[src/rtl/space_vector_pwm_duty_defines.svh]
// Assertion macros for the space vector PWM duty block.
// Used by space_vector_pwm_duty; relies on clk and rst_n being in scope.
`ifndef SPACE_VECTOR_PWM_DUTY_DEFINES_SVH
`define SPACE_VECTOR_PWM_DUTY_DEFINES_SVH

// Same-cycle implication, checked while out of reset
`define SVPD_ASSERT_NOW(lbl, ante, cons, msg) \
    lbl: assert property (@(posedge clk) disable iff (!rst_n) (ante) |-> (cons)) \
        else $error(msg);

// Next-cycle implication, checked while out of reset
`define SVPD_ASSERT_NEXT(lbl, ante, cons, msg) \
    lbl: assert property (@(posedge clk) disable iff (!rst_n) (ante) |=> (cons)) \
        else $error(msg);

`endif

[src/rtl/svpd_pkg.sv]
// Shared constants and types for the space vector PWM duty pipeline.
// No dependencies; imported by every module of the block.
package svpd_pkg;

    // configuration register indexes
    typedef enum logic [1:0] {
        REG_VOLTAGE_LIMIT = 2'd0,
        REG_UNITY_DUTY    = 2'd1,
        REG_ANGLE_OFFSET  = 2'd2
    } cfg_reg_t;

    typedef enum logic [2:0] {
        SEC_0 = 3'd0,
        SEC_1 = 3'd1,
        SEC_2 = 3'd2,
        SEC_3 = 3'd3,
        SEC_4 = 3'd4,
        SEC_5 = 3'd5
    } sector_t;

    localparam int CFG_IDX_W  = 2;
    localparam int CFG_DATA_W = 15;

    localparam logic [14:0] VLIM_RESET   = 15'd6144;
    localparam logic [13:0] UNITY_RESET  = 14'd512;
    localparam logic [11:0] OFFSET_RESET = 12'd1024;

    // sector boundaries over one turn of 4096 steps
    localparam logic [11:0] SECTOR_BOUND [6] =
        '{12'd683, 12'd1365, 12'd2048, 12'd2731, 12'd3413, 12'd4095};

    // sine argument: at most 683 steps times 8
    localparam int X_W    = 13;
    localparam int PROD_W = 31;
    localparam int QUO_W  = 32;

    // polynomial sine coefficients
    localparam logic [31:0] SIN_CA    = 32'd292421;
    localparam logic [31:0] SIN_K2    = 32'd2746362156;
    localparam logic [31:0] SIN_K1    = 32'd3370945099;
    localparam logic [31:0] SIN_ROUND = 32'h0004_0000;
    localparam logic [22:0] SQRT3_Q9  = 23'd887;

    localparam int SINE_LAT   = 7;
    localparam int DIV_STEPS  = 4;
    localparam int DIV_STAGES = QUO_W / DIV_STEPS;
    localparam int DIV_LAT    = DIV_STAGES + 2;
    localparam int SEC_DEPTH  = SINE_LAT + DIV_LAT + 1;
    localparam int PIPE_LAT   = SEC_DEPTH + 3;

endpackage

[src/rtl/svpd_sine.sv]
// One sine lane: fixed-point polynomial sine, sqrt(3) scale and command product.
// Depends on svpd_pkg. Seven register stages, one multiply per stage.
module svpd_sine (
    input  logic                                  clk,
    input  logic                                  en,
    input  logic [svpd_pkg::X_W-1:0]              x,
    input  logic signed [15:0]                    cmd,
    output logic signed [svpd_pkg::PROD_W-1:0]    prod
);
    import svpd_pkg::*;

    logic [X_W-1:0]     x_reg   [4];
    logic signed [15:0] cmd_reg [6];
    logic [31:0]        p1_reg, p2_reg, p3_reg, p4_reg, p6_reg;
    logic [22:0]        sc_reg;
    logic signed [PROD_W-1:0] prod_reg;

    logic [31:0] y2, y5, y6r;
    logic [13:0] sp;

    // intermediate polynomial terms
    always_comb
    begin
        y2  = SIN_K2 - {3'b0, p2_reg[31:3]};
        y5  = SIN_K1 - {1'b0, p4_reg[31:1]};
        y6r = p6_reg + SIN_ROUND;
        sp  = sc_reg[22:9];
    end

    // advance the lane
    always_ff @(posedge clk)
    begin
        if (en)
        begin
            x_reg[0]   <= x;
            cmd_reg[0] <= cmd;
            for (int i = 1; i < 4; i++)
            begin
                x_reg[i] <= x_reg[i-1];
            end
            for (int i = 1; i < 6; i++)
            begin
                cmd_reg[i] <= cmd_reg[i-1];
            end
            p1_reg   <= SIN_CA * {19'b0, x};
            p2_reg   <= {19'b0, x_reg[0]} * {13'b0, p1_reg[31:13]};
            p3_reg   <= {19'b0, x_reg[1]} * {13'b0, y2[31:13]};
            p4_reg   <= {19'b0, x_reg[2]} * {13'b0, p3_reg[31:13]};
            p6_reg   <= {19'b0, x_reg[3]} * {13'b0, y5[31:13]};
            sc_reg   <= SQRT3_Q9 * {10'b0, y6r[31:19]};
            prod_reg <= $signed({17'b0, sp}) * $signed({{15{cmd_reg[5][15]}}, cmd_reg[5]});
        end
    end

    assign prod = prod_reg;

endmodule

[config.mk]
export PLATFORM = sky130hd
export DESIGN_NAME = svpd_sine
export DESIGN_NICKNAME = d
export VERILOG_FILES = /design/src/rtl/space_vector_pwm_duty_defines.svh /design/src/rtl/svpd_pkg.sv /design/src/rtl/svpd_sine.sv
export SDC_FILE = /design/constraint.sdc
export NUM_CORES = 2
export LEC_CHECK = 0
export BUFFER_PORTS_ARGS = -buffer_cell sky130_fd_sc_hd__buf_2
export CAP_MARGIN = 40
export CORE_MARGIN = 2
export CORE_UTILIZATION = 48
export CTS_CLUSTER_SIZE = 28
export DETAILED_ROUTE_END_ITERATION = 16
export PLACE_DENSITY = 0.73
export REMOVE_ABC_BUFFERS = 1
export SLEW_MARGIN = 20
export SYNTH_ARGS = -nofsm -noshare
export SYNTH_HDL_FRONTEND = slang
export SYNTH_SLANG_ARGS = --single-unit
[constraint.sdc]
create_clock -name clk -period 8.55 [get_ports clk]
set_clock_uncertainty 0.1 [all_clocks]
set_input_delay 1.71 -clock clk [delete_from_list [all_inputs] [get_ports clk]]
set_output_delay 1.71 -clock clk [all_outputs]
set_load 0.02 [all_outputs]
==> results.py <==
metrics = {
    "drt": {
        "drtIter0Drc": 2015,
        "ant_nets": 0,
        "drt-vias-per-instance": 5.194,
        "drc": 0,
        "firstDrtPassIters": 5,
        "vias": 35970,
        "wl_per_cell_um": 16.80,
        "wl_um": 116300,
    },
    "logic_synthesis": {
        "yosysSeqAreaShare_pct": 16.79,
        "ys_seq_elements": 303,
        "syn-cell-area_mm2": 0.05419,
        "syn_inst": 5425,
        "yosys_warnings": 0,
        "yosysTopAreaCellShare_pct": 39.53,
        "yosys-top-cells-area": "fa_1 40%, edfxtp_1 17%, ha_1 13%",
        "synth_common_cells": "1,284 x inv_1, 1,070 x fa_1, 710 x nand2_1",
        "synth_most_common_cell": "inv_1",
        "synth.avg_cell_area_um2": 9.990,
        "synth-main-ff-cell": "edfxtp_1",
        "synth_edf_count": 303,
        "yosysTopAreaCell": "fa_1",
        "synth_cell_types": 70,
        "async_flop_share_pct": 0,
    },
    "setup_path": {
        "endpoint_kind": "register",
        "worst_path_most_repeated_cell": "fa_1",
        "worst-path-buf-inv": 4,
        "crit_family": "adder cells",
        "setup.worst_path.start_class": "register",
        "cpPeakStageDelay_ps": 550,
        "rr_endpoint": "p6_reg[26]",
        "critical_path_required_ps": 8770,
        "r2r-start": "p4_reg[11]",
        "r2r_cells": 30,
        "critPathSlowestCell": "fa_1",
        "rrSetupSlack_ps": 450,
        "arrival_ps": 8320,
        "worstSetupPathType": "register to register",
        "cp_max_fo": 5,
    },
    "place": {
        "place_congestion": 0.8907,
        "dp_hpwl_um": 93720,
        "io_buffers": 61,
    },
    "sta": {
        "rsz0062_at_grt": "no",
        "max_freq_ghz": 0.1235,
        "setup_tns_ps": 0,
        "slew_headroom_pct": 38.93,
        "setup_violations": 0,
        "finalHoldViolations": 0,
        "tightest_slew_ps": 916.0,
        "drv_slew": 0,
        "min_period_ps": 8098,
        "fin_crit_sh_pct": 94.71,
    },
    "global_routing": {
        "track_usage_pct": 21.07,
        "first_global_vias": 39160,
        "overflow": 0,
        "antenna_found_initial": 0,
        "grt_max_degree": 175,
        "grt_pass1_wl_um": 198200,
    },
    "hold_path": {
        "worstHoldPathType": "register to register",
        "hold_end": "cmd_reg[2][6]",
        "min_path_cells": 0,
        "hold_start": "cmd_reg[1][6]",
    },
    "floorplanning": {
        "dieHeight_um": 340.0,
        "placementRows": 123,
        "num_io_pins": 62,
        "core-area_mm2": 0.1122,
        "start_util_pct": 48.31,
        "die_area_mm2": 0.1156,
        "fp.dieW_um": 340.0,
    },
    "cts": {
        "clock_path_buffers": 3,
        "cts-root-buf": "clkbuf_16",
        "clock-sinks": 303,
        "clk_pin_slew_ps": 60,
        "clk_latency_ps": 580,
        "numCtsBuffers": 36,
        "holdBufCountCts": 0,
        "cts_tree": "built",
        "h-tree-depth": 2,
    },
    "finish": {
        "fin_nets": 7045,
        "fill_cells": 9812,
        "n_antenna_cell": 0,
        "drive_gt1_share_pct": 3.926,
        "seq_area_mm2": 0.009099,
        "largest_reg_flops": 96,
        "multi_input_area_mm2": 0.03968,
        "area_delta_synth_final_pct": 6.206,
    },
    "run": {
        "drv_cap": 0,
    },
    "outcome": {
        "status": "finished, final reports clean",
    },
}
[what timing repair did]
| action | CTS | global route |
|---|---|---|
| resized for setup | 0 | 21 |
| buffers inserted | 0 | 3 |
| endpoints found under the hold margin | 0 | 0 |
| endpoints found under the setup margin | 0 | 15 |
[cells in the final DEF (no fill, tap or decap), types with 24 or more instances in the layout]
master     netlist  layout
buf_2            3      61
nor2_1          91      91
and2_1         510     509
ha_1           544     544
o21a_1          25      24
o21ai_0         62      62
nor2b_1         30      30
a21o_1          54      54
nand3_1         34      34
edfxtp_1       303     303
a21oi_1        101      97
nand2_1        710     710
xor2_1          53      52
inv_1         1284    1284
clkbuf_16        0      36
nor3_1          30      29
buf_4            1      47
fa_1          1070    1070
xnor2_1        127     124
[worst max-delay path by stage]
stage	start	end	depth (start not counted)
final	p4_reg[11]	p6_reg[26]	30
after global routing	p2_reg[9]	p3_reg[31]	30
after CTS	p4_reg[11]	p6_reg[26]	29
after detailed placement	p4_reg[11]	p6_reg[26]	29
after global placement	p4_reg[11]	p6_reg[26]	29
after floorplan	p4_reg[11]	p6_reg[26]	30
[metal layers]
layer  global-route usage (%)  up-vias  routed length (µm)
met5                        0        -                   0
met4                    5.402        0                2824
met3                    2.904      214                6930
met2                    36.30     1055               57200
met1                    28.08    18340               49390
li1                         -    16370                   -
[stage by stage]
step	instances	setup slack, ps	util, %	hold slack (ps)	cell area, µm²
3_5_place_dp	6849	39.91	49.99	304.5	56090
2_1_floorplan	5238	483.0	-	300.3	53490
4_1_cts	6913	40.99	51.05	311.1	57270
6_report	6926	452.3	51.30	310.2	57560
5_1_grt	6926	10.71	51.30	312.9	57560
3_3_place_gp	6843	286.2	49.93	300.4	56020
[cells by family after synthesis]
| family | after synthesis | share of synthesized area (%) |
|---|---|---|
| adder cells (fa/ha/maj) | 1614 | 52.08 |
| AND/OR/NAND/NOR | 1486 | 13.40 |
| buffers and inverters | 1471 | 10.20 |
| AO/OA/AOI/OAI | 369 | 4.578 |
| flip-flops | 303 | 16.79 |
| XOR/XNOR | 180 | 2.909 |
| multiplexers | 2 | 0.03925 |
[layout make-up]
cell class	instances	share of cell area, %
inverters	1284	8.374
flip-flops and latches	303	15.81
clock inverters	24	0.4695
repair buffers	124	1.550
clock buffers	40	1.591
well taps	1500	3.261
multi-input cells	3651	68.95
Power is not shown: default switching activity piles up to over one toggle a cycle in this logic, so the estimate is an artifact.
