`src/rtl/space_vector_pwm_duty_defines.svh`:
```
// Assertion macros for the space vector PWM duty block.
// Used by space_vector_pwm_duty; relies on clk and rst_n being in scope.
`ifndef SPACE_VECTOR_PWM_DUTY_DEFINES_SVH
`define SPACE_VECTOR_PWM_DUTY_DEFINES_SVH

// Same-cycle implication, checked while out of reset
`define SVPD_ASSERT_NOW(lbl, ante, cons, msg) \
    lbl: assert property (@(posedge clk) disable iff (!rst_n) (ante) |-> (cons)) \
        else $error(msg);

// Next-cycle implication, checked while out of reset
`define SVPD_ASSERT_NEXT(lbl, ante, cons, msg) \
    lbl: assert property (@(posedge clk) disable iff (!rst_n) (ante) |=> (cons)) \
        else $error(msg);

`endif

```
`src/rtl/svpd_pkg.sv`:
```
// Shared constants and types for the space vector PWM duty pipeline.
// No dependencies; imported by every module of the block.
package svpd_pkg;

    // configuration register indexes
    typedef enum logic [1:0] {
        REG_VOLTAGE_LIMIT = 2'd0,
        REG_UNITY_DUTY    = 2'd1,
        REG_ANGLE_OFFSET  = 2'd2
    } cfg_reg_t;

    typedef enum logic [2:0] {
        SEC_0 = 3'd0,
        SEC_1 = 3'd1,
        SEC_2 = 3'd2,
        SEC_3 = 3'd3,
        SEC_4 = 3'd4,
        SEC_5 = 3'd5
    } sector_t;

    localparam int CFG_IDX_W  = 2;
    localparam int CFG_DATA_W = 15;

    localparam logic [14:0] VLIM_RESET   = 15'd6144;
    localparam logic [13:0] UNITY_RESET  = 14'd512;
    localparam logic [11:0] OFFSET_RESET = 12'd1024;

    // sector boundaries over one turn of 4096 steps
    localparam logic [11:0] SECTOR_BOUND [6] =
        '{12'd683, 12'd1365, 12'd2048, 12'd2731, 12'd3413, 12'd4095};

    // sine argument: at most 683 steps times 8
    localparam int X_W    = 13;
    localparam int PROD_W = 31;
    localparam int QUO_W  = 32;

    // polynomial sine coefficients
    localparam logic [31:0] SIN_CA    = 32'd292421;
    localparam logic [31:0] SIN_K2    = 32'd2746362156;
    localparam logic [31:0] SIN_K1    = 32'd3370945099;
    localparam logic [31:0] SIN_ROUND = 32'h0004_0000;
    localparam logic [22:0] SQRT3_Q9  = 23'd887;

    localparam int SINE_LAT   = 7;
    localparam int DIV_STEPS  = 4;
    localparam int DIV_STAGES = QUO_W / DIV_STEPS;
    localparam int DIV_LAT    = DIV_STAGES + 2;
    localparam int SEC_DEPTH  = SINE_LAT + DIV_LAT + 1;
    localparam int PIPE_LAT   = SEC_DEPTH + 3;

endpackage

```
`src/rtl/svpd_div.sv`:
```
// Pipelined signed divider, quotient truncated toward zero.
// Depends on svpd_pkg. Sign stage, DIV_STAGES radix-2 stages, sign fix stage.
module svpd_div (
    input  logic                                 clk,
    input  logic                                 en,
    input  logic signed [svpd_pkg::PROD_W-1:0]   dividend,
    input  logic [14:0]                          divisor,
    output logic signed [svpd_pkg::QUO_W-1:0]    quo
);
    import svpd_pkg::*;

    logic [QUO_W-1:0] dq_reg  [DIV_STAGES+1];
    logic [14:0]      rem_reg [DIV_STAGES+1];
    logic             neg_reg [DIV_STAGES+1];
    logic [QUO_W-1:0] dq_next [DIV_STAGES+1];
    logic [14:0]      rem_next[DIV_STAGES+1];
    logic signed [QUO_W-1:0] quo_reg;
    logic [QUO_W-1:0] ext;

    // split sign and magnitude
    always_comb
    begin
        ext         = QUO_W'(dividend);
        dq_next[0]  = dividend[PROD_W-1] ? (~ext + 1'b1) : ext;
        rem_next[0] = '0;
    end

    // shift-subtract steps, DIV_STEPS per stage
    for (genvar s = 1; s <= DIV_STAGES; s++)
    begin : g_stage
        logic [15:0]      rr;
        logic [14:0]      r;
        logic [QUO_W-1:0] q;
        always_comb
        begin
            r  = rem_reg[s-1];
            q  = dq_reg[s-1];
            rr = '0;
            for (int k = 0; k < DIV_STEPS; k++)
            begin
                rr = {r, q[QUO_W-1]};
                q  = {q[QUO_W-2:0], 1'b0};
                if (rr >= {1'b0, divisor})
                begin
                    r    = 15'(rr - {1'b0, divisor});
                    q[0] = 1'b1;
                end
                else
                begin
                    r = rr[14:0];
                end
            end
            dq_next[s]  = q;
            rem_next[s] = r;
        end
    end

    // advance the divider stages
    always_ff @(posedge clk)
    begin
        if (en)
        begin
            dq_reg[0]  <= dq_next[0];
            rem_reg[0] <= rem_next[0];
            neg_reg[0] <= dividend[PROD_W-1];
            for (int s = 1; s <= DIV_STAGES; s++)
            begin
                dq_reg[s]  <= dq_next[s];
                rem_reg[s] <= rem_next[s];
                neg_reg[s] <= neg_reg[s-1];
            end
            quo_reg <= neg_reg[DIV_STAGES] ? $signed(~dq_reg[DIV_STAGES] + 1'b1)
                                           : $signed(dq_reg[DIV_STAGES]);
        end
    end

    assign quo = quo_reg;

endmodule
```
`config.mk`:
```
export PLATFORM = sky130hd
export DESIGN_NAME = svpd_div
export DESIGN_NICKNAME = d
export VERILOG_FILES = /design/src/rtl/space_vector_pwm_duty_defines.svh /design/src/rtl/svpd_pkg.sv /design/src/rtl/svpd_div.sv
export SDC_FILE = /design/constraint.sdc
export NUM_CORES = 2
export LEC_CHECK = 0
export BUFFER_PORTS_ARGS = -buffer_cell sky130_fd_sc_hd__buf_2
export CORE_AREA = 10 10 222 308
export DETAILED_ROUTE_END_ITERATION = 10
export DIE_AREA = 0 0 232 318
export PLACE_DENSITY_LB_ADDON = 0.3
export SLEW_MARGIN = 10
export SYNTH_ARGS = -nofsm -noshare
export SYNTH_HDL_FRONTEND = slang
export SYNTH_SLANG_ARGS = --single-unit
```
`constraint.sdc`:
```
create_clock -name clk -period 18.33 [get_ports clk]
set_clock_uncertainty 0.05 [all_clocks]
set_input_delay 1.833 -clock clk [delete_from_list [all_inputs] [get_ports clk]]
set_output_delay 1.833 -clock clk [all_outputs]
set_load 0.005 [all_outputs]
```
==> flow_metrics.py <==
metrics = {
    "grt": {
        "grtUsageMet2_pct": 50.5,
        "busiest_layer": "met2",
        "grt_usage_pct": 27.8,
        "grt_pass1_vias": 32100,
        "gr-total-overflow": 0,
        "grt_antenna_before_repair": 0,
        "grtUsageMet3_pct": 3.71,
        "grt_pass1_wl_mm": 165,
        "grtUsageMet1_pct": 30.1,
        "grt_max_degree": 185,
    },
    "drt": {
        "vias": 33200,
        "first_pass_iters": 8,
        "drc": 0,
        "wire_per_inst_um": 20.7,
        "viasPerCell": 6.45,
        "routed_wl_mm": 106,
        "ant_nets": 0,
        "drt_iter0_drc": 2512,
    },
    "worst_setup_path": {
        "cp_top_family": "compound AO/OA/AOI/OAI gates",
        "critical_path_class": "in2reg",
        "r2r_end": "rem_reg[0][113]$_DFFE_PP_",
        "crit_path_frequent_cell": "o21ai_0",
        "cp_slowest_cell": "a211oi_2",
        "worstSetupEndpoint": "rem_reg[0][113]$_DFFE_PP_",
        "cp_slowest_stage_delay_ps": 670,
        "cp.depth": 43,
        "crit_arrival_ps": 14540,
        "r2r-start": "dq_reg[0][223]$_DFFE_PP_",
        "worstRegToRegCells": 44,
        "critPathLaunch": "divisor[1]",
        "path_buf_inv": 6,
        "critical_path_peak_fanout": 24,
        "crit_required_ps": 18620,
        "end_kind": "flip-flop",
        "regToRegSetupSlack_ps": 5540,
        "crit_path_start_kind": "input port",
    },
    "finish": {
        "finish.utilization_pct": 69.1,
        "layout_common_cells": "ha_1 (469), edfxtp_1 (434), a21oi_1 (324)",
        "finalNonFillerCells": 5138,
        "fillerInstances": 4867,
        "largest_register_ffs": 288,
        "diodes": 0,
        "layout_commonest_cell": "ha_1",
        "drive_gt1_share_pct": 12.2,
        "nets": 4817,
        "syn_to_final_growth_pct": 7.64,
    },
    "cts": {
        "cts-buffers-inserted": 44,
        "cts_tree": "done",
        "htree_levels": 2,
        "cts_sinks": 434,
        "cts-root-buf": "clkbuf_16",
        "clk_pin_slew_ps": 70,
        "clock_path_buffers": 3,
        "post-cts-setup-buffer-count": 0,
        "ctsHoldBuffers": 0,
        "cts_resized": 0,
        "insertion_delay_ps": 620,
    },
    "logic_synthesis": {
        "avgSynthCellArea_um2": 9.66,
        "synth_flop_cell": "edfxtp_1",
        "syn_area_um2": 40300,
        "ys_warn_count": 0,
        "synth-edff-count": 434,
        "ys_seq_area_share_pct": 32.4,
        "synth.net_count": 4718,
        "synthArstFlopShare_pct": 0,
        "synth.distinct_cells": 93,
        "synth_cells": 4171,
        "synth-seq-cells": 434,
    },
    "sta": {
        "hold_ws_ps": 347,
        "hold_viol": 0,
        "max_slew_margin_pct": 28.1,
        "tns_ps": 0,
        "setup_violations": 0,
        "period_minus_slack_ps": 14260,
        "rsz0062_at_grt": "false",
        "fmax_ghz": 0.0701,
        "worstMarginPinSlew_ps": 1080,
        "period_share_pct": 77.8,
        "maxSlewViolCount": 0,
    },
    "placed_design": {
        "io_buffers": 79,
        "place.detailed.hpwl_mm": 80.6,
        "gp_routability_congestion": 0.968,
        "dp_cells": 5056,
    },
    "run": {
        "cap_violations": 0,
    },
    "run_status": {
        "status": "finished clean",
    },
    "die": {
        "die_y_um": 318,
        "core_area_um2": 62700,
        "io_pins": 80,
        "fp.dieArea_um2": 73800,
        "die_w_um": 232,
        "std_cell_rows": 109,
        "start_util_pct": 64.2,
    },
    "hold_path": {
        "hp-class": "reg2reg",
    },
}
==> logic make-up after synthesis <==
group / after synthesis / share of synthesized area [%]
AOI/OAI and AO/OA: 1163 / 18.8
and+or+nand+nor: 1111 / 13.7
other: 1 / 0.00931
DFF: 434 / 32.4
adders and majority gates: 499 / 16.1
muxes: 292 / 8.11
buffers and inverters: 302 / 2.92
xor gates and xnor gates: 369 / 8.03
==> layer usage <==
metal	routed length [µm]	vias up
met3	6010	425
met4	7120	0
li1	-	16000
met2	54000	1148
met1	39300	15600
met5	0	-
==> Yosys cell counts, types with 10 or more instances <==
| cell | number | area share, % |
|---|---|---|
| nor3_1 | 81 | 1.0 |
| or3_1 | 25 | 0.39 |
| mux2i_1 | 49 | 1.2 |
| nand3_1 | 78 | 0.97 |
| nor2b_1 | 70 | 1.1 |
| o21ai_0 | 259 | 3.2 |
| nor2_1 | 280 | 2.6 |
| nor4_1 | 27 | 0.42 |
| and4_1 | 15 | 0.33 |
| a21oi_1 | 324 | 4.0 |
| o21bai_1 | 22 | 0.41 |
| xor2_1 | 100 | 2.2 |
| or2_2 | 30 | 0.47 |
| mux2_2 | 234 | 6.5 |
| fa_1 | 30 | 1.5 |
| or4_1 | 20 | 0.37 |
| o41ai_1 | 17 | 0.37 |
| nand2b_1 | 72 | 1.1 |
| xnor2_1 | 269 | 5.9 |
| nand2_1 | 257 | 2.4 |
| a211oi_1 | 41 | 0.76 |
| clkbuf_1 | 43 | 0.40 |
| a221o_1 | 10 | 0.25 |
| o21a_1 | 73 | 1.4 |
| a21boi_0 | 28 | 0.52 |
| and2_1 | 33 | 0.51 |
| and3_1 | 26 | 0.40 |
| o31a_1 | 22 | 0.48 |
| inv_1 | 225 | 2.1 |
| ha_1 | 469 | 15 |
| o31ai_1 | 54 | 1.0 |
| nand4_1 | 67 | 1.0 |
| o22ai_1 | 13 | 0.20 |
| o311ai_0 | 11 | 0.24 |
| o221ai_1 | 15 | 0.33 |
| edfxtp_1 | 434 | 32 |
| buf_2 | 16 | 0.20 |
| a21o_1 | 85 | 1.6 |
| a31oi_1 | 37 | 0.57 |
| o2111ai_1 | 11 | 0.24 |
| o211ai_1 | 25 | 0.47 |
| a211o_1 | 17 | 0.37 |
==> metrics by stage <==
stage               setup WS, ps  instance area (µm²)
global placement            4070                41800
detailed placement          3750                41800
CTS                         4330                43300
floorplan                   6140                40300
global route                3350                43300
finish                      4070                43300
==> how the worst min path moves through the flow <==
stage	from	to	slack, ps	cells after the start
4_1_cts	dq_reg[0][164]$_DFFE_PP_	dq_reg[0][200]$_DFFE_PP_	340	0
5_1_grt	dq_reg[0][164]$_DFFE_PP_	dq_reg[0][200]$_DFFE_PP_	360	0
3_3_place_gp	dq_reg[0][80]$_DFFE_PP_	dq_reg[0][116]$_DFFE_PP_	350	0
2_1_floorplan	dq_reg[0][64]$_DFFE_PP_	dq_reg[0][100]$_DFFE_PP_	350	0
3_5_place_dp	dq_reg[0][73]$_DFFE_PP_	dq_reg[0][109]$_DFFE_PP_	350	0
6_report	dq_reg[0][164]$_DFFE_PP_	dq_reg[0][200]$_DFFE_PP_	350	0
==> final cells by class <==
type | count | area [µm²] | share of cell area (%)
multi-input combinational | 3435 | 26100 | 60.1
sequential | 434 | 13000 | 30.1
clock buffer | 49 | 1160 | 2.68
tap | 832 | 1040 | 2.40
inverter | 235 | 885 | 2.04
timing repair buffer | 120 | 738 | 1.70
clock inverter | 33 | 415 | 0.958
Power is left out: the tool's default activity adds up to more than one toggle a clock period on the data nets, which glitch-free logic cannot reach.
